`config.mk`:
```
export PLATFORM = sky130hd
export DESIGN_NAME = iq_capture_statistics_core_flat
export DESIGN_NICKNAME = d
export VERILOG_FILES = /design/src/rtl/iqcs_pkg.sv /design/src/rtl/iqcs_if.sv /design/src/rtl/iq_capture_statistics_core.sv /design/src/rtl/iqcs_datapath.sv /design/src/rtl/iqcs_ctrl.sv /design/src/flat_wrapper.sv
export VERILOG_INCLUDE_DIRS = /design/src /design/src/rtl
export SDC_FILE = /design/constraint.sdc
export NUM_CORES = 1
export LEC_CHECK = 0
export BUFFER_PORTS_ARGS = -buffer_cell sky130_fd_sc_hd__buf_2
export CAP_MARGIN = 20
export CORE_UTILIZATION = 35
export CTS_BUF_LIST = sky130_fd_sc_hd__clkbuf_16
export DETAILED_ROUTE_END_ITERATION = 10
export PLACE_DENSITY = 0.55
export SYNTH_ARGS = -nofsm -noshare
export SYNTH_HDL_FRONTEND = slang
export SYNTH_SLANG_ARGS = --single-unit
```
`constraint.sdc`:
```
create_clock -name clk_i -period 17.5 [get_ports clk_i]
set_input_delay 3.5 -clock clk_i [delete_from_list [all_inputs] [get_ports clk_i]]
set_output_delay 3.5 -clock clk_i [all_outputs]
set_load 0.05 [all_outputs]
```
`src/rtl/iq_capture_statistics_core_defines.svh`:
```
// Assertion helpers for the IQ capture statistics core.
// Both macros expect clk_i and rst_ni in scope.
`ifndef IQ_CAPTURE_STATISTICS_CORE_DEFINES_SVH
`define IQ_CAPTURE_STATISTICS_CORE_DEFINES_SVH

// Same-cycle implication
`define IQCS_ASSERT_SAME(lbl, ante, cons, msg) \
  lbl: assert property (@(posedge clk_i) disable iff (!rst_ni) (ante) |-> (cons)) \
    else $error(msg);

// Next-cycle implication
`define IQCS_ASSERT_NEXT(lbl, ante, cons, msg) \
  lbl: assert property (@(posedge clk_i) disable iff (!rst_ni) (ante) |=> (cons)) \
    else $error(msg);

`endif

```
`src/rtl/iqcs_pkg.sv`:
```
`default_nettype none

package iqcs_pkg;

  // Field widths
  localparam int unsigned SAMPLE_W = 10;
  localparam int unsigned RAW_W    = 2 * SAMPLE_W;
  localparam int unsigned CFG_W    = 13;
  localparam int unsigned AVG_W    = 20;

  // Default capture depth limit and capture_length reset value
  localparam int unsigned    MAX_SAMPLES_DEF = 4096;
  localparam logic [CFG_W-1:0] CFG_RESET     = 13'd4096;

  // Min/max tracker start values
  localparam logic signed [SAMPLE_W-1:0] SAMPLE_MAX = 10'sh1FF;
  localparam logic signed [SAMPLE_W-1:0] SAMPLE_MIN = 10'sh200;

  // Controller to datapath commands
  typedef struct packed {
    logic accept;    // take one sample into the accumulators
    logic start;     // capture ends: load dividers, clear accumulators
    logic step;      // one divider iteration
    logic load_out;  // copy results into the output register
  } iqcs_cmd_t;

  // Datapath to controller status
  typedef struct packed {
    logic cap_done;  // next accepted sample closes the capture
  } iqcs_stat_t;

endpackage

`default_nettype wire

```
`src/rtl/iqcs_if.sv`:
```
`default_nettype none

// Sample channel
interface iqcs_samp_if;
  import iqcs_pkg::*;
  logic             valid;
  logic             ready;
  logic [RAW_W-1:0] raw_word;
  modport source (output valid, output raw_word, input ready);
  modport sink   (input valid, input raw_word, output ready);
endinterface

// Summary channel
interface iqcs_summ_if;
  import iqcs_pkg::*;
  logic                       valid;
  logic                       ready;
  logic signed [SAMPLE_W-1:0] mean_i;
  logic signed [SAMPLE_W-1:0] mean_q;
  logic signed [SAMPLE_W-1:0] min_i_out;
  logic signed [SAMPLE_W-1:0] max_i_out;
  logic signed [SAMPLE_W-1:0] min_q_out;
  logic signed [SAMPLE_W-1:0] max_q_out;
  logic [AVG_W-1:0]           mean_power;
  modport source (output valid, output mean_i, output mean_q, output min_i_out,
                  output max_i_out, output min_q_out, output max_q_out,
                  output mean_power, input ready);
  modport sink   (input valid, input mean_i, input mean_q, input min_i_out,
                  input max_i_out, input min_q_out, input max_q_out,
                  input mean_power, output ready);
endinterface

`default_nettype wire

```
`src/rtl/iq_capture_statistics_core.sv`:
```
// Statistics over one capture of packed I/Q words.
// Throughput: one sample per cycle within a capture.
// At the last sample of a capture the divider runs CNT_W+19 steps (32 at 4096 samples);
// ready is low while it runs and until the summary is loaded into the output register,
// longer while the previous summary is still waiting to be taken.
// Reset (async, active low): accumulators cleared, capture_length = 4096, no result valid.
`default_nettype none

`include "iq_capture_statistics_core_defines.svh"

module iq_capture_statistics_core #(
  parameter int unsigned MAX_SAMPLES = iqcs_pkg::MAX_SAMPLES_DEF
) (
  input  wire logic                       clk_i,
  input  wire logic                       rst_ni,
  input  wire logic                       cfg_we_i,
  input  wire logic [iqcs_pkg::CFG_W-1:0] cfg_wdata_i,
  iqcs_samp_if.sink                       samp_i,
  iqcs_summ_if.source                     summ_o
);
  import iqcs_pkg::*;

  iqcs_cmd_t  cmd;
  iqcs_stat_t stat;

  // Sequencer
  iqcs_ctrl #(
    .MAX_SAMPLES (MAX_SAMPLES)
  ) u_ctrl (
    .clk_i        (clk_i),
    .rst_ni       (rst_ni),
    .samp_valid_i (samp_i.valid),
    .samp_ready_o (samp_i.ready),
    .out_valid_o  (summ_o.valid),
    .out_ready_i  (summ_o.ready),
    .stat_i       (stat),
    .cmd_o        (cmd)
  );

  // Accumulators, dividers, output register
  iqcs_datapath #(
    .MAX_SAMPLES (MAX_SAMPLES)
  ) u_datapath (
    .clk_i        (clk_i),
    .rst_ni       (rst_ni),
    .cfg_we_i     (cfg_we_i),
    .cfg_wdata_i  (cfg_wdata_i),
    .raw_word_i   (samp_i.raw_word),
    .cmd_i        (cmd),
    .stat_o       (stat),
    .mean_i_o     (summ_o.mean_i),
    .mean_q_o     (summ_o.mean_q),
    .min_i_o      (summ_o.min_i_out),
    .max_i_o      (summ_o.max_i_out),
    .min_q_o      (summ_o.min_q_out),
    .max_q_o      (summ_o.max_q_out),
    .mean_power_o (summ_o.mean_power)
  );

  // Checks
  `IQCS_ASSERT_SAME(a_start_on_accept, cmd.start, cmd.accept, "capture closed without a sample")
  `IQCS_ASSERT_NEXT(a_busy_after_start, cmd.start, !samp_i.ready, "sample taken while dividing")
  `IQCS_ASSERT_SAME(a_no_overwrite, cmd.load_out, !summ_o.valid || summ_o.ready,
                    "pending summary overwritten")
  `IQCS_ASSERT_NEXT(a_valid_after_load, cmd.load_out, summ_o.valid, "loaded summary not shown")

endmodule

`default_nettype wire

```
`src/rtl/iqcs_datapath.sv`:
```
`default_nettype none

module iqcs_datapath #(
  parameter int unsigned MAX_SAMPLES = iqcs_pkg::MAX_SAMPLES_DEF
) (
  input  wire logic                                 clk_i,
  input  wire logic                                 rst_ni,
  input  wire logic                                 cfg_we_i,
  input  wire logic [iqcs_pkg::CFG_W-1:0]           cfg_wdata_i,
  input  wire logic [iqcs_pkg::RAW_W-1:0]           raw_word_i,
  input  wire iqcs_pkg::iqcs_cmd_t                  cmd_i,
  output iqcs_pkg::iqcs_stat_t                      stat_o,
  output logic signed [iqcs_pkg::SAMPLE_W-1:0]      mean_i_o,
  output logic signed [iqcs_pkg::SAMPLE_W-1:0]      mean_q_o,
  output logic signed [iqcs_pkg::SAMPLE_W-1:0]      min_i_o,
  output logic signed [iqcs_pkg::SAMPLE_W-1:0]      max_i_o,
  output logic signed [iqcs_pkg::SAMPLE_W-1:0]      min_q_o,
  output logic signed [iqcs_pkg::SAMPLE_W-1:0]      max_q_o,
  output logic [iqcs_pkg::AVG_W-1:0]                mean_power_o
);
  import iqcs_pkg::*;

  localparam int unsigned CNT_W  = $clog2(MAX_SAMPLES + 1);
  localparam int unsigned SUM_W  = CNT_W + SAMPLE_W;
  localparam int unsigned PWR_W  = CNT_W + 2 * SAMPLE_W - 1;
  localparam int unsigned LEN_W  = (CNT_W > CFG_W) ? CNT_W : CFG_W;
  localparam int unsigned NLANES = 3;
  localparam int unsigned LN_I   = 0;
  localparam int unsigned LN_Q   = 1;
  localparam int unsigned LN_P   = 2;

  // Configuration register
  logic [CFG_W-1:0] cfg_q;

  always_ff @(posedge clk_i or negedge rst_ni) begin
    if (!rst_ni) begin
      cfg_q <= CFG_RESET;
    end else if (cfg_we_i) begin
      cfg_q <= cfg_wdata_i;
    end
  end

  // Effective length: zero counts as one, clamp to the depth limit
  logic [LEN_W-1:0] cfg_ext;
  logic [LEN_W-1:0] eff_len;

  always_comb begin
    cfg_ext = LEN_W'(cfg_q);
    if (cfg_ext == '0) begin
      eff_len = LEN_W'(1);
    end else if (cfg_ext > LEN_W'(MAX_SAMPLES)) begin
      eff_len = LEN_W'(MAX_SAMPLES);
    end else begin
      eff_len = cfg_ext;
    end
  end

  // Sample unpack and power
  logic signed [SAMPLE_W-1:0]   smp_i;
  logic signed [SAMPLE_W-1:0]   smp_q;
  logic signed [2*SAMPLE_W-1:0] sqr_i;
  logic signed [2*SAMPLE_W-1:0] sqr_q;
  logic [2*SAMPLE_W-1:0]        pwr_smp;

  assign smp_i   = raw_word_i[2*SAMPLE_W-1:SAMPLE_W];
  assign smp_q   = raw_word_i[SAMPLE_W-1:0];
  assign sqr_i   = smp_i * smp_i;
  assign sqr_q   = smp_q * smp_q;
  assign pwr_smp = unsigned'(sqr_i) + unsigned'(sqr_q);

  // Accumulators
  logic [CNT_W-1:0]           cnt_q;
  logic signed [SUM_W-1:0]    sum_i_q;
  logic signed [SUM_W-1:0]    sum_q_q;
  logic [PWR_W-1:0]           pwr_q;
  logic signed [SAMPLE_W-1:0] min_i_q, max_i_q, min_q_q, max_q_q;

  logic [CNT_W-1:0]           cnt_d;
  logic signed [SUM_W-1:0]    sum_i_d;
  logic signed [SUM_W-1:0]    sum_q_d;
  logic [PWR_W-1:0]           pwr_d;
  logic signed [SAMPLE_W-1:0] min_i_d, max_i_d, min_q_d, max_q_d;

  always_comb begin
    cnt_d   = cnt_q + 1'b1;
    sum_i_d = sum_i_q + SUM_W'(smp_i);
    sum_q_d = sum_q_q + SUM_W'(smp_q);
    pwr_d   = pwr_q + PWR_W'(pwr_smp);
    min_i_d = (smp_i < min_i_q) ? smp_i : min_i_q;
    max_i_d = (smp_i > max_i_q) ? smp_i : max_i_q;
    min_q_d = (smp_q < min_q_q) ? smp_q : min_q_q;
    max_q_d = (smp_q > max_q_q) ? smp_q : max_q_q;
  end

  assign stat_o.cap_done = (LEN_W'(cnt_d) >= eff_len);

  always_ff @(posedge clk_i or negedge rst_ni) begin
    if (!rst_ni) begin
      cnt_q   <= '0;
      sum_i_q <= '0;
      sum_q_q <= '0;
      pwr_q   <= '0;
      min_i_q <= SAMPLE_MAX;
      max_i_q <= SAMPLE_MIN;
      min_q_q <= SAMPLE_MAX;
      max_q_q <= SAMPLE_MIN;
    end else if (cmd_i.start) begin
      cnt_q   <= '0;
      sum_i_q <= '0;
      sum_q_q <= '0;
      pwr_q   <= '0;
      min_i_q <= SAMPLE_MAX;
      max_i_q <= SAMPLE_MIN;
      min_q_q <= SAMPLE_MAX;
      max_q_q <= SAMPLE_MIN;
    end else if (cmd_i.accept) begin
      cnt_q   <= cnt_d;
      sum_i_q <= sum_i_d;
      sum_q_q <= sum_q_d;
      pwr_q   <= pwr_d;
      min_i_q <= min_i_d;
      max_i_q <= max_i_d;
      min_q_q <= min_q_d;
      max_q_q <= max_q_d;
    end
  end

  // Divider operands: magnitudes of the final sums
  logic [SUM_W-1:0] mag_i;
  logic [SUM_W-1:0] mag_q;

  assign mag_i = sum_i_d[SUM_W-1] ? unsigned'(-sum_i_d) : unsigned'(sum_i_d);
  assign mag_q = sum_q_d[SUM_W-1] ? unsigned'(-sum_q_d) : unsigned'(sum_q_d);

  // Restoring divider lanes, one quotient bit per step, shared divisor
  logic [PWR_W-1:0]           quo_q [NLANES];
  logic [CNT_W-1:0]           rem_q [NLANES];
  logic [PWR_W-1:0]           quo_d [NLANES];
  logic [CNT_W-1:0]           rem_d [NLANES];
  logic [CNT_W-1:0]           den_q;
  logic                       neg_i_q, neg_q_q;
  logic signed [SAMPLE_W-1:0] hmin_i_q, hmax_i_q, hmin_q_q, hmax_q_q;

  for (genvar k = 0; k < NLANES; k++) begin : g_lane
    logic [CNT_W:0] shl;
    logic           ge;

    always_comb begin
      shl      = {rem_q[k], quo_q[k][PWR_W-1]};
      ge       = (shl >= {1'b0, den_q});
      rem_d[k] = ge ? CNT_W'(shl - {1'b0, den_q}) : CNT_W'(shl);
      quo_d[k] = {quo_q[k][PWR_W-2:0], ge};
    end
  end

  always_ff @(posedge clk_i) begin
    if (cmd_i.start) begin
      quo_q[LN_I] <= PWR_W'(mag_i);
      quo_q[LN_Q] <= PWR_W'(mag_q);
      quo_q[LN_P] <= pwr_d;
      for (int k = 0; k < NLANES; k++) begin
        rem_q[k] <= '0;
      end
      den_q    <= cnt_d;
      neg_i_q  <= sum_i_d[SUM_W-1];
      neg_q_q  <= sum_q_d[SUM_W-1];
      hmin_i_q <= min_i_d;
      hmax_i_q <= max_i_d;
      hmin_q_q <= min_q_d;
      hmax_q_q <= max_q_d;
    end else if (cmd_i.step) begin
      for (int k = 0; k < NLANES; k++) begin
        quo_q[k] <= quo_d[k];
        rem_q[k] <= rem_d[k];
      end
    end
  end

  // Output register, restores the sign of the means
  logic [SAMPLE_W-1:0] qi_lo;
  logic [SAMPLE_W-1:0] qq_lo;

  assign qi_lo = quo_q[LN_I][SAMPLE_W-1:0];
  assign qq_lo = quo_q[LN_Q][SAMPLE_W-1:0];

  always_ff @(posedge clk_i) begin
    if (cmd_i.load_out) begin
      mean_i_o     <= neg_i_q ? signed'(-qi_lo) : signed'(qi_lo);
      mean_q_o     <= neg_q_q ? signed'(-qq_lo) : signed'(qq_lo);
      min_i_o      <= hmin_i_q;
      max_i_o      <= hmax_i_q;
      min_q_o      <= hmin_q_q;
      max_q_o      <= hmax_q_q;
      mean_power_o <= quo_q[LN_P][AVG_W-1:0];
    end
  end

endmodule

`default_nettype wire

```
`src/rtl/iqcs_ctrl.sv`:
```
`default_nettype none

module iqcs_ctrl #(
  parameter int unsigned MAX_SAMPLES = iqcs_pkg::MAX_SAMPLES_DEF
) (
  input  wire logic                 clk_i,
  input  wire logic                 rst_ni,
  input  wire logic                 samp_valid_i,
  output logic                      samp_ready_o,
  output logic                      out_valid_o,
  input  wire logic                 out_ready_i,
  input  wire iqcs_pkg::iqcs_stat_t stat_i,
  output iqcs_pkg::iqcs_cmd_t       cmd_o
);
  import iqcs_pkg::*;

  localparam int unsigned CNT_W  = $clog2(MAX_SAMPLES + 1);
  localparam int unsigned PWR_W  = CNT_W + 2 * SAMPLE_W - 1;
  localparam int unsigned ITER_W = $clog2(PWR_W);

  typedef enum logic [2:0] {
    ST_RUN  = 3'b001,
    ST_DIV  = 3'b010,
    ST_HOLD = 3'b100
  } iqcs_state_e;

  iqcs_state_e       state_q, state_d;
  logic [ITER_W-1:0] iter_q, iter_d;
  logic              out_valid_q, out_valid_d;

  // Next state and commands
  always_comb begin
    state_d      = state_q;
    iter_d       = iter_q;
    cmd_o        = '0;
    samp_ready_o = 1'b0;
    case (state_q)
      ST_RUN: begin
        samp_ready_o = 1'b1;
        cmd_o.accept = samp_valid_i;
        if (samp_valid_i && stat_i.cap_done) begin
          cmd_o.start = 1'b1;
          iter_d      = ITER_W'(PWR_W - 1);
          state_d     = ST_DIV;
        end
      end
      ST_DIV: begin
        cmd_o.step = 1'b1;
        if (iter_q == '0) begin
          state_d = ST_HOLD;
        end else begin
          iter_d = iter_q - 1'b1;
        end
      end
      ST_HOLD: begin
        // wait for the output register to free up
        if (!out_valid_q || out_ready_i) begin
          cmd_o.load_out = 1'b1;
          state_d        = ST_RUN;
        end
      end
      default: begin
        state_d = ST_RUN;
      end
    endcase
  end

  // Result valid flag
  always_comb begin
    if (cmd_o.load_out) begin
      out_valid_d = 1'b1;
    end else if (out_ready_i) begin
      out_valid_d = 1'b0;
    end else begin
      out_valid_d = out_valid_q;
    end
  end

  assign out_valid_o = out_valid_q;

  always_ff @(posedge clk_i or negedge rst_ni) begin
    if (!rst_ni) begin
      state_q     <= ST_RUN;
      iter_q      <= '0;
      out_valid_q <= 1'b0;
    end else begin
      state_q     <= state_d;
      iter_q      <= iter_d;
      out_valid_q <= out_valid_d;
    end
  end

endmodule

`default_nettype wire

```
`src/flat_wrapper.sv`:
```
// flat-port wrapper written by rule: the top's interface ports become plain ports
module iq_capture_statistics_core_flat import iqcs_pkg::*;
#(
  parameter int unsigned MAX_SAMPLES = iqcs_pkg::MAX_SAMPLES_DEF
)
  (clk_i, rst_ni, cfg_we_i, cfg_wdata_i, samp_i_valid, samp_i_raw_word, samp_i_ready, summ_o_valid, summ_o_mean_i, summ_o_mean_q, summ_o_min_i_out, summ_o_max_i_out, summ_o_min_q_out, summ_o_max_q_out, summ_o_mean_power, summ_o_ready);
  iqcs_samp_if samp_i_i ();
  iqcs_summ_if summ_o_i ();
  input  wire logic clk_i;
  input  wire logic rst_ni;
  input  wire logic cfg_we_i;
  input  wire logic [iqcs_pkg::CFG_W-1:0] cfg_wdata_i;
  input wire logic [$bits(samp_i_i.valid)-1:0] samp_i_valid;
  input wire logic [$bits(samp_i_i.raw_word)-1:0] samp_i_raw_word;
  output wire logic [$bits(samp_i_i.ready)-1:0] samp_i_ready;
  output wire logic [$bits(summ_o_i.valid)-1:0] summ_o_valid;
  output wire logic [$bits(summ_o_i.mean_i)-1:0] summ_o_mean_i;
  output wire logic [$bits(summ_o_i.mean_q)-1:0] summ_o_mean_q;
  output wire logic [$bits(summ_o_i.min_i_out)-1:0] summ_o_min_i_out;
  output wire logic [$bits(summ_o_i.max_i_out)-1:0] summ_o_max_i_out;
  output wire logic [$bits(summ_o_i.min_q_out)-1:0] summ_o_min_q_out;
  output wire logic [$bits(summ_o_i.max_q_out)-1:0] summ_o_max_q_out;
  output wire logic [$bits(summ_o_i.mean_power)-1:0] summ_o_mean_power;
  input wire logic [$bits(summ_o_i.ready)-1:0] summ_o_ready;
  assign samp_i_i.valid = samp_i_valid;
  assign samp_i_i.raw_word = samp_i_raw_word;
  assign samp_i_ready = samp_i_i.ready;
  assign summ_o_valid = summ_o_i.valid;
  assign summ_o_mean_i = summ_o_i.mean_i;
  assign summ_o_mean_q = summ_o_i.mean_q;
  assign summ_o_min_i_out = summ_o_i.min_i_out;
  assign summ_o_max_i_out = summ_o_i.max_i_out;
  assign summ_o_min_q_out = summ_o_i.min_q_out;
  assign summ_o_max_q_out = summ_o_i.max_q_out;
  assign summ_o_mean_power = summ_o_i.mean_power;
  assign summ_o_i.ready = summ_o_ready;
  iq_capture_statistics_core #(.MAX_SAMPLES(MAX_SAMPLES)) u_core (.clk_i(clk_i), .rst_ni(rst_ni), .cfg_we_i(cfg_we_i), .cfg_wdata_i(cfg_wdata_i), .samp_i(samp_i_i), .summ_o(summ_o_i));
endmodule
```
=== Word level (Yosys, flattened, before mapping) ===
Memories as Yosys holds them, arrays and structs flattened.
Index checks and enable logic that the tools add are counted.

* $add $sub $neg: 13
* Multiply operators: 2
* Divide/modulo/power cells: 0
* Order comparisons: 9
* Equality and inequality tests: 7
* Shift-type cells: 0
* Multiplexer cells: 55
* Bitwise gates (word level): 6
* Reduce and logical (&&, ||, !) cells: 10

{| class="wikitable"
|+ Operator list
! kind !! count
|-
| two-way mux 32 bit || 5
|-
| two-way mux 10 bit || 14
|-
| two-way mux 23 bit || 6
|-
| two-way mux 13 bit || 10
|-
| adder 23 x 10 -> 23 bit || 2
|-
| negator 23 bit || 2
|-
| greater-or-equal comparator 14 x 13 -> 1 bit || 3
|-
| multiplier 10 x 10 -> 20 bit || 2
|-
| subtractor 13 bit || 3
|-
| adder 32 x 20 -> 32 bit || 1
|-
| adder 20 bit || 1
|-
| greater-than comparator 10 bit || 2
|-
| less-than comparator 10 bit || 2
|-
| negator 10 bit || 2
|-
| adder 13 x 1 -> 13 bit, second input constant || 1
|-
| greater-or-equal comparator 13 bit || 1
|-
| greater-than comparator 13 bit, second input constant || 1
|-
| logical NOT 13 bit || 1
|-
| two-way mux 1 bit || 12
|-
| two-way mux 5 bit || 2
|-
| case mux 5 bit (2 select lines) || 1
|-
| two-way mux 3 bit || 3
|-
| case mux 3 bit (3 select lines) || 1
|-
| != test 2 bit, second input constant || 4
|-
| other kinds (12) || 20
|}

* Register bits after elaboration: 288
* Bits in latches: 0
* Memory bits (writable): 135
* Memory bits (read-only): 0
* Bits of input ports: 38
* Output and inout port bits: 82
* Word-level logic and storage cells: 130
* Memories kept: 2

{| class="wikitable"
|+ Memories
! name !! depth !! width !! rd ports !! clocked after Yosys merged registers in !! write ports !! RTL line !! source
|-
| u_core.u_datapath.quo_q || 3 || 32 || 3 || 0 || 3 || iqcs_datapath.sv:136 || <nowiki>logic [PWR_W-1:0] quo_q [NLANES];</nowiki>
|-
| u_core.u_datapath.rem_q || 3 || 13 || 3 || 0 || 3 || iqcs_datapath.sv:137 || <nowiki>logic [CNT_W-1:0] rem_q [NLANES];</nowiki>
|}

=== Logic depth before layout (Yosys ltp) ===
* Depth in word-level cells: 10
* Mapped depth: 37
* Depth with buffers taken out: 35

=== Hierarchy ===
A second synthesis with hierarchy kept.

* Cell total of the unflattened synthesis: 3,039
* Area total of the unflattened synthesis: 31,201.2 µm²

{| class="wikitable"
|+ Modules (own cells, without submodules)
! module !! instances !! cells each !! area each (µm²) !! seq. area each (µm²)
|-
| iqcs_datapath || 1 || 2,989 || 30,690.7 || 11,737.5
|-
| iqcs_ctrl || 1 || 50 || 510.5 || 226.5
|}

=== Worst setup path after synthesis ===
Ideal clock, no wire load.

* Kind: input to register
* Start: input port samp_i_raw_word[0]
* End: memory u_core.u_datapath.quo_q[0][89] (netlist name), data pin
* Library setup time: 274 ps
* Arrival time: 11,543 ps
* Data required time: 17,226 ps
* Setup slack: 5,683 ps
* Stages: 33
* Path buffers: 3
* Cell sequence: clkbuf_1 -> inv_1 -> nor2_1 -> inv_1 -> fa_1 -> fa_1 -> inv_1 -> fa_1 -> fa_1 -> fa_1 -> fa_1 -> inv_1 -> fa_1 -> inv_1 -> ha_1 -> a21oi_1 -> o21bai_1 -> a211oi_1 -> o21bai_1 -> xor2_1 -> ha_1 -> clkbuf_1 -> a21o_1 -> a21o_1 -> a21oi_1 -> nor2_1 -> o21ai_0 -> nand2b_1 -> a41o_1 -> a21oi_1 -> clkbuf_1 -> or3_1 -> a31oi_1

{| class="wikitable"
|+ RTL lines
! element !! RTL line !! source
|-
| start: declaration || flat_wrapper.sv:14 || <nowiki>input wire logic [$bits(samp_i_i.raw_word)-1:0] samp_i_raw_word;</nowiki>
|-
| end: declaration || iqcs_datapath.sv:136 ||
|}

==> flow_summary.json <==
{
  "status": "completed",
  "clk_latency_ns": 0.63,
  "yosys.area_share.adder_pct": 22.3,
  "rsz0062_at_grt": "no",
  "yosys_warnings": 0,
  "fp.dieH_um": 300,
  "die_area_um2": 90100,
  "hold_class": "register to register",
  "synth.area.top_cells": "edfxtp_1 26%, fa_1 13%, dfrtp_1 11%",
  "insertedDiodeCount": 0,
  "groute.usage.overall_pct": 17.4,
  "synth.top_cells.by_count": "369 x inv_1, 328 x nand2_1, 270 x edfxtp_1",
  "core_area_um2": 87400,
  "avgSynthCellArea_um2": 10.2,
  "max_clock_freq_ghz": 0.0818,
  "io_pins": 120,
  "netlist.area_leader.share_pct": 26.1,
  "cts.sink_count": 423,
  "gp_congestion": 0.804,
  "cts_hold_buffers": 0,
  "slowest_delay_ns": 0.61,
  "crit_family": "adder cells",
  "first_global_vias": 22000,
  "routed_via_density": 4.98,
  "firstDrtPassIters": 5,
  "grt_max_degree": 88,
  "synth_ff_type": "edfxtp_1",
  "overflow": 0,
  "hold_viol": 0,
  "worstPathMaxFanout": 27,
  "drc_errors": 0,
  "synth_nets": 3514,
  "clkTransAtPathRegs_ns": 0.06,
  "crit_top_cell": "fa_1",
  "path_class": "input port to register",
  "synth_cell_types": 82,
  "post_cts_buffers": 0,
  "synthCells": 3042,
  "setup_viol": 0,
  "period_share_pct": 69.9,
  "routed_wl_mm": 76.4,
  "synth_top_family_by_area": "adder cells",
  "max_cap_viol_count": 0,
  "die_w_um": 300,
  "synth-async-reset-ratio_pct": 36.2,
  "yosysTopAreaCell": "edfxtp_1",
  "dp_hpwl_mm": 53.9,
  "syn_to_final_growth_pct": 11.5,
  "cp.arrival_ns": 12.56,
  "synth_mux_area_share_pct": 2.85,
  "rows": 108,
  "nets": 3597,
  "drtIter0Drc": 1180,
  "startpoint_type": "input port",
  "h-tree-depth": 2,
  "fin_crit_ns": 12.23,
  "required_ns": 17.83,
  "tightest_slew_ns": 1.08,
  "cts_tree": "done",
  "final_max_slew_viol_count": 0,
  "hold_ws_ns": 0.404,
  "synth_xor_area_share_pct": 5.37,
  "synth.yosys.seq_area_share_pct": 38.5,
  "grt_pass1_wl_mm": 124,
  "synth_edf_count": 270,
  "io_buffers": 119,
  "drive_above_1_share_pct": 9.85,
  "max_slew_margin_pct": 28.1,
  "cp.buffers_inverters": 7,
  "crit_path_end_kind": "register",
  "synth_seq_cells": 423,
  "start_util_pct": 35.6,
  "synth.most_common_cell": "inv_1",
  "synth_compound_area_share_pct": 12.6,
  "ctsLongestPathBuffers": 3,
  "syn_area_um2": 31100,
  "ant_nets": 0,
  "numCtsBuffers": 52,
  "cts_root_buf": "clkbuf_16",
  "tns_ns": 0,
  "cts_resized": 0,
  "critical-path-slowest-cell": "nor2_1",
  "finalClockSkew_ns": 0.0356,
  "synth-simple-area-share_pct": 12.5,
  "antenna_found_initial": 2,
  "post_drt_wl_per_cell_um": 17.7,
  "via_count": 21600
}
cells by family after synthesis:
group	after synthesis
AOI/OAI and AO/OA	594
xor gates and xnor gates	190
adders and majority gates	434
buffers and inverters	481
DFF	423
muxes	84
and+or+nand+nor	836
layout by cell type (no fill, tap or decap), types with 22 or more instances in the layout:
cell       count
inv_1        376
nand2_1      326
edfxtp_1     270
ha_1         232
fa_1         202
nor2_1       182
o21ai_0      141
dfrtp_1      131
a21oi_1      118
buf_2        118
xnor2_1      110
xor2_1        79
o31ai_1       61
a21o_1        57
and2_1        57
clkbuf_16     52
nand3_1       50
nor3_1        49
mux2i_1       47
mux2_2        37
a31oi_1       34
nand2b_1      29
nor2b_1       25
a22o_1        25
and3_1        23
dfstp_2       22
worst reg2reg max path, delay by kind of cell (launching register included):
family	cells	cell delay (ns)
adder cells (fa/ha/maj)	2	0.47
XOR/XNOR	1	0.26
AND/OR/NAND/NOR	7	1.96
AO/OA/AOI/OAI	2	0.60
buffers and inverters	1	0.87
flip-flops	1	0.46
final timing paths:
kind / startpoint / endpoint / slack, ns / cells after the start
worst max-delay path: samp_i_raw_word[9] / u_core.u_datapath.quo_q[0][91] / 5.27 / 32
worst min-delay path: u_core.u_datapath.hmax_i_q[8] / u_core.u_datapath.max_i_o[8] / 0.40 / 0
worst max register to register: u_core.u_datapath.cnt_q[0] / u_core.u_datapath.quo_q[0][52] / 12.39 / 13
worst min register to register: u_core.u_datapath.hmax_i_q[8] / u_core.u_datapath.max_i_o[8] / 0.40 / 0
max in group asynchronous: rst_ni / u_core.u_datapath.cfg_ext[8] / 12.73 / 3
min in group asynchronous: rst_ni / u_core.u_datapath.min_q_q[9] / 2.87 / 1
per-stage QoR:
| stage | util [%] | setup WS (ns) | cell area (µm²) | cells |
|---|---|---|---|---|
| finish | 39.7 | 5.27 | 34700 | 4324 |
| global route | 39.7 | 4.61 | 34700 | 4324 |
| CTS | 39.7 | 5.23 | 34700 | 4324 |
| detailed placement | 37.7 | 4.54 | 32900 | 4226 |
| global placement | 37.7 | 4.61 | 32900 | 4226 |
| floorplan | - | 5.68 | 31100 | 3042 |
registers in the layout, indices dropped and copies added, names as in the netlist, 20 cells and up:
name and cells:
u_core.u_datapath.sum_i_q 23, u_core.u_datapath.mean_power_o 20, u_core.u_datapath.pwr_q 32, u_core.u_datapath.rem_q 39
u_core.u_datapath.quo_q 96, u_core.u_datapath.sum_q_q 23
layer usage:
metal	wire length (µm)	up-vias	GRT usage [%]
li1	-	10700	-
met1	37700	10500	25.1
met2	34400	310	27.6
met3	2920	92	2.65
met4	1420	0	3.78
met5	0	-	0
cell type report:
cell class                 count  area [µm²]
multi-input combinational   2138       17400
timing repair buffer         139         752
sequential                   423       12000
clock buffer                  52        1300
clock inverter                46         449
tap                         1155        1450
inverter                     371        1390
fill                        8565       52700
Power is left out: the tool's default activity adds up to more than one toggle a clock period on the data nets, which glitch-free logic cannot reach.
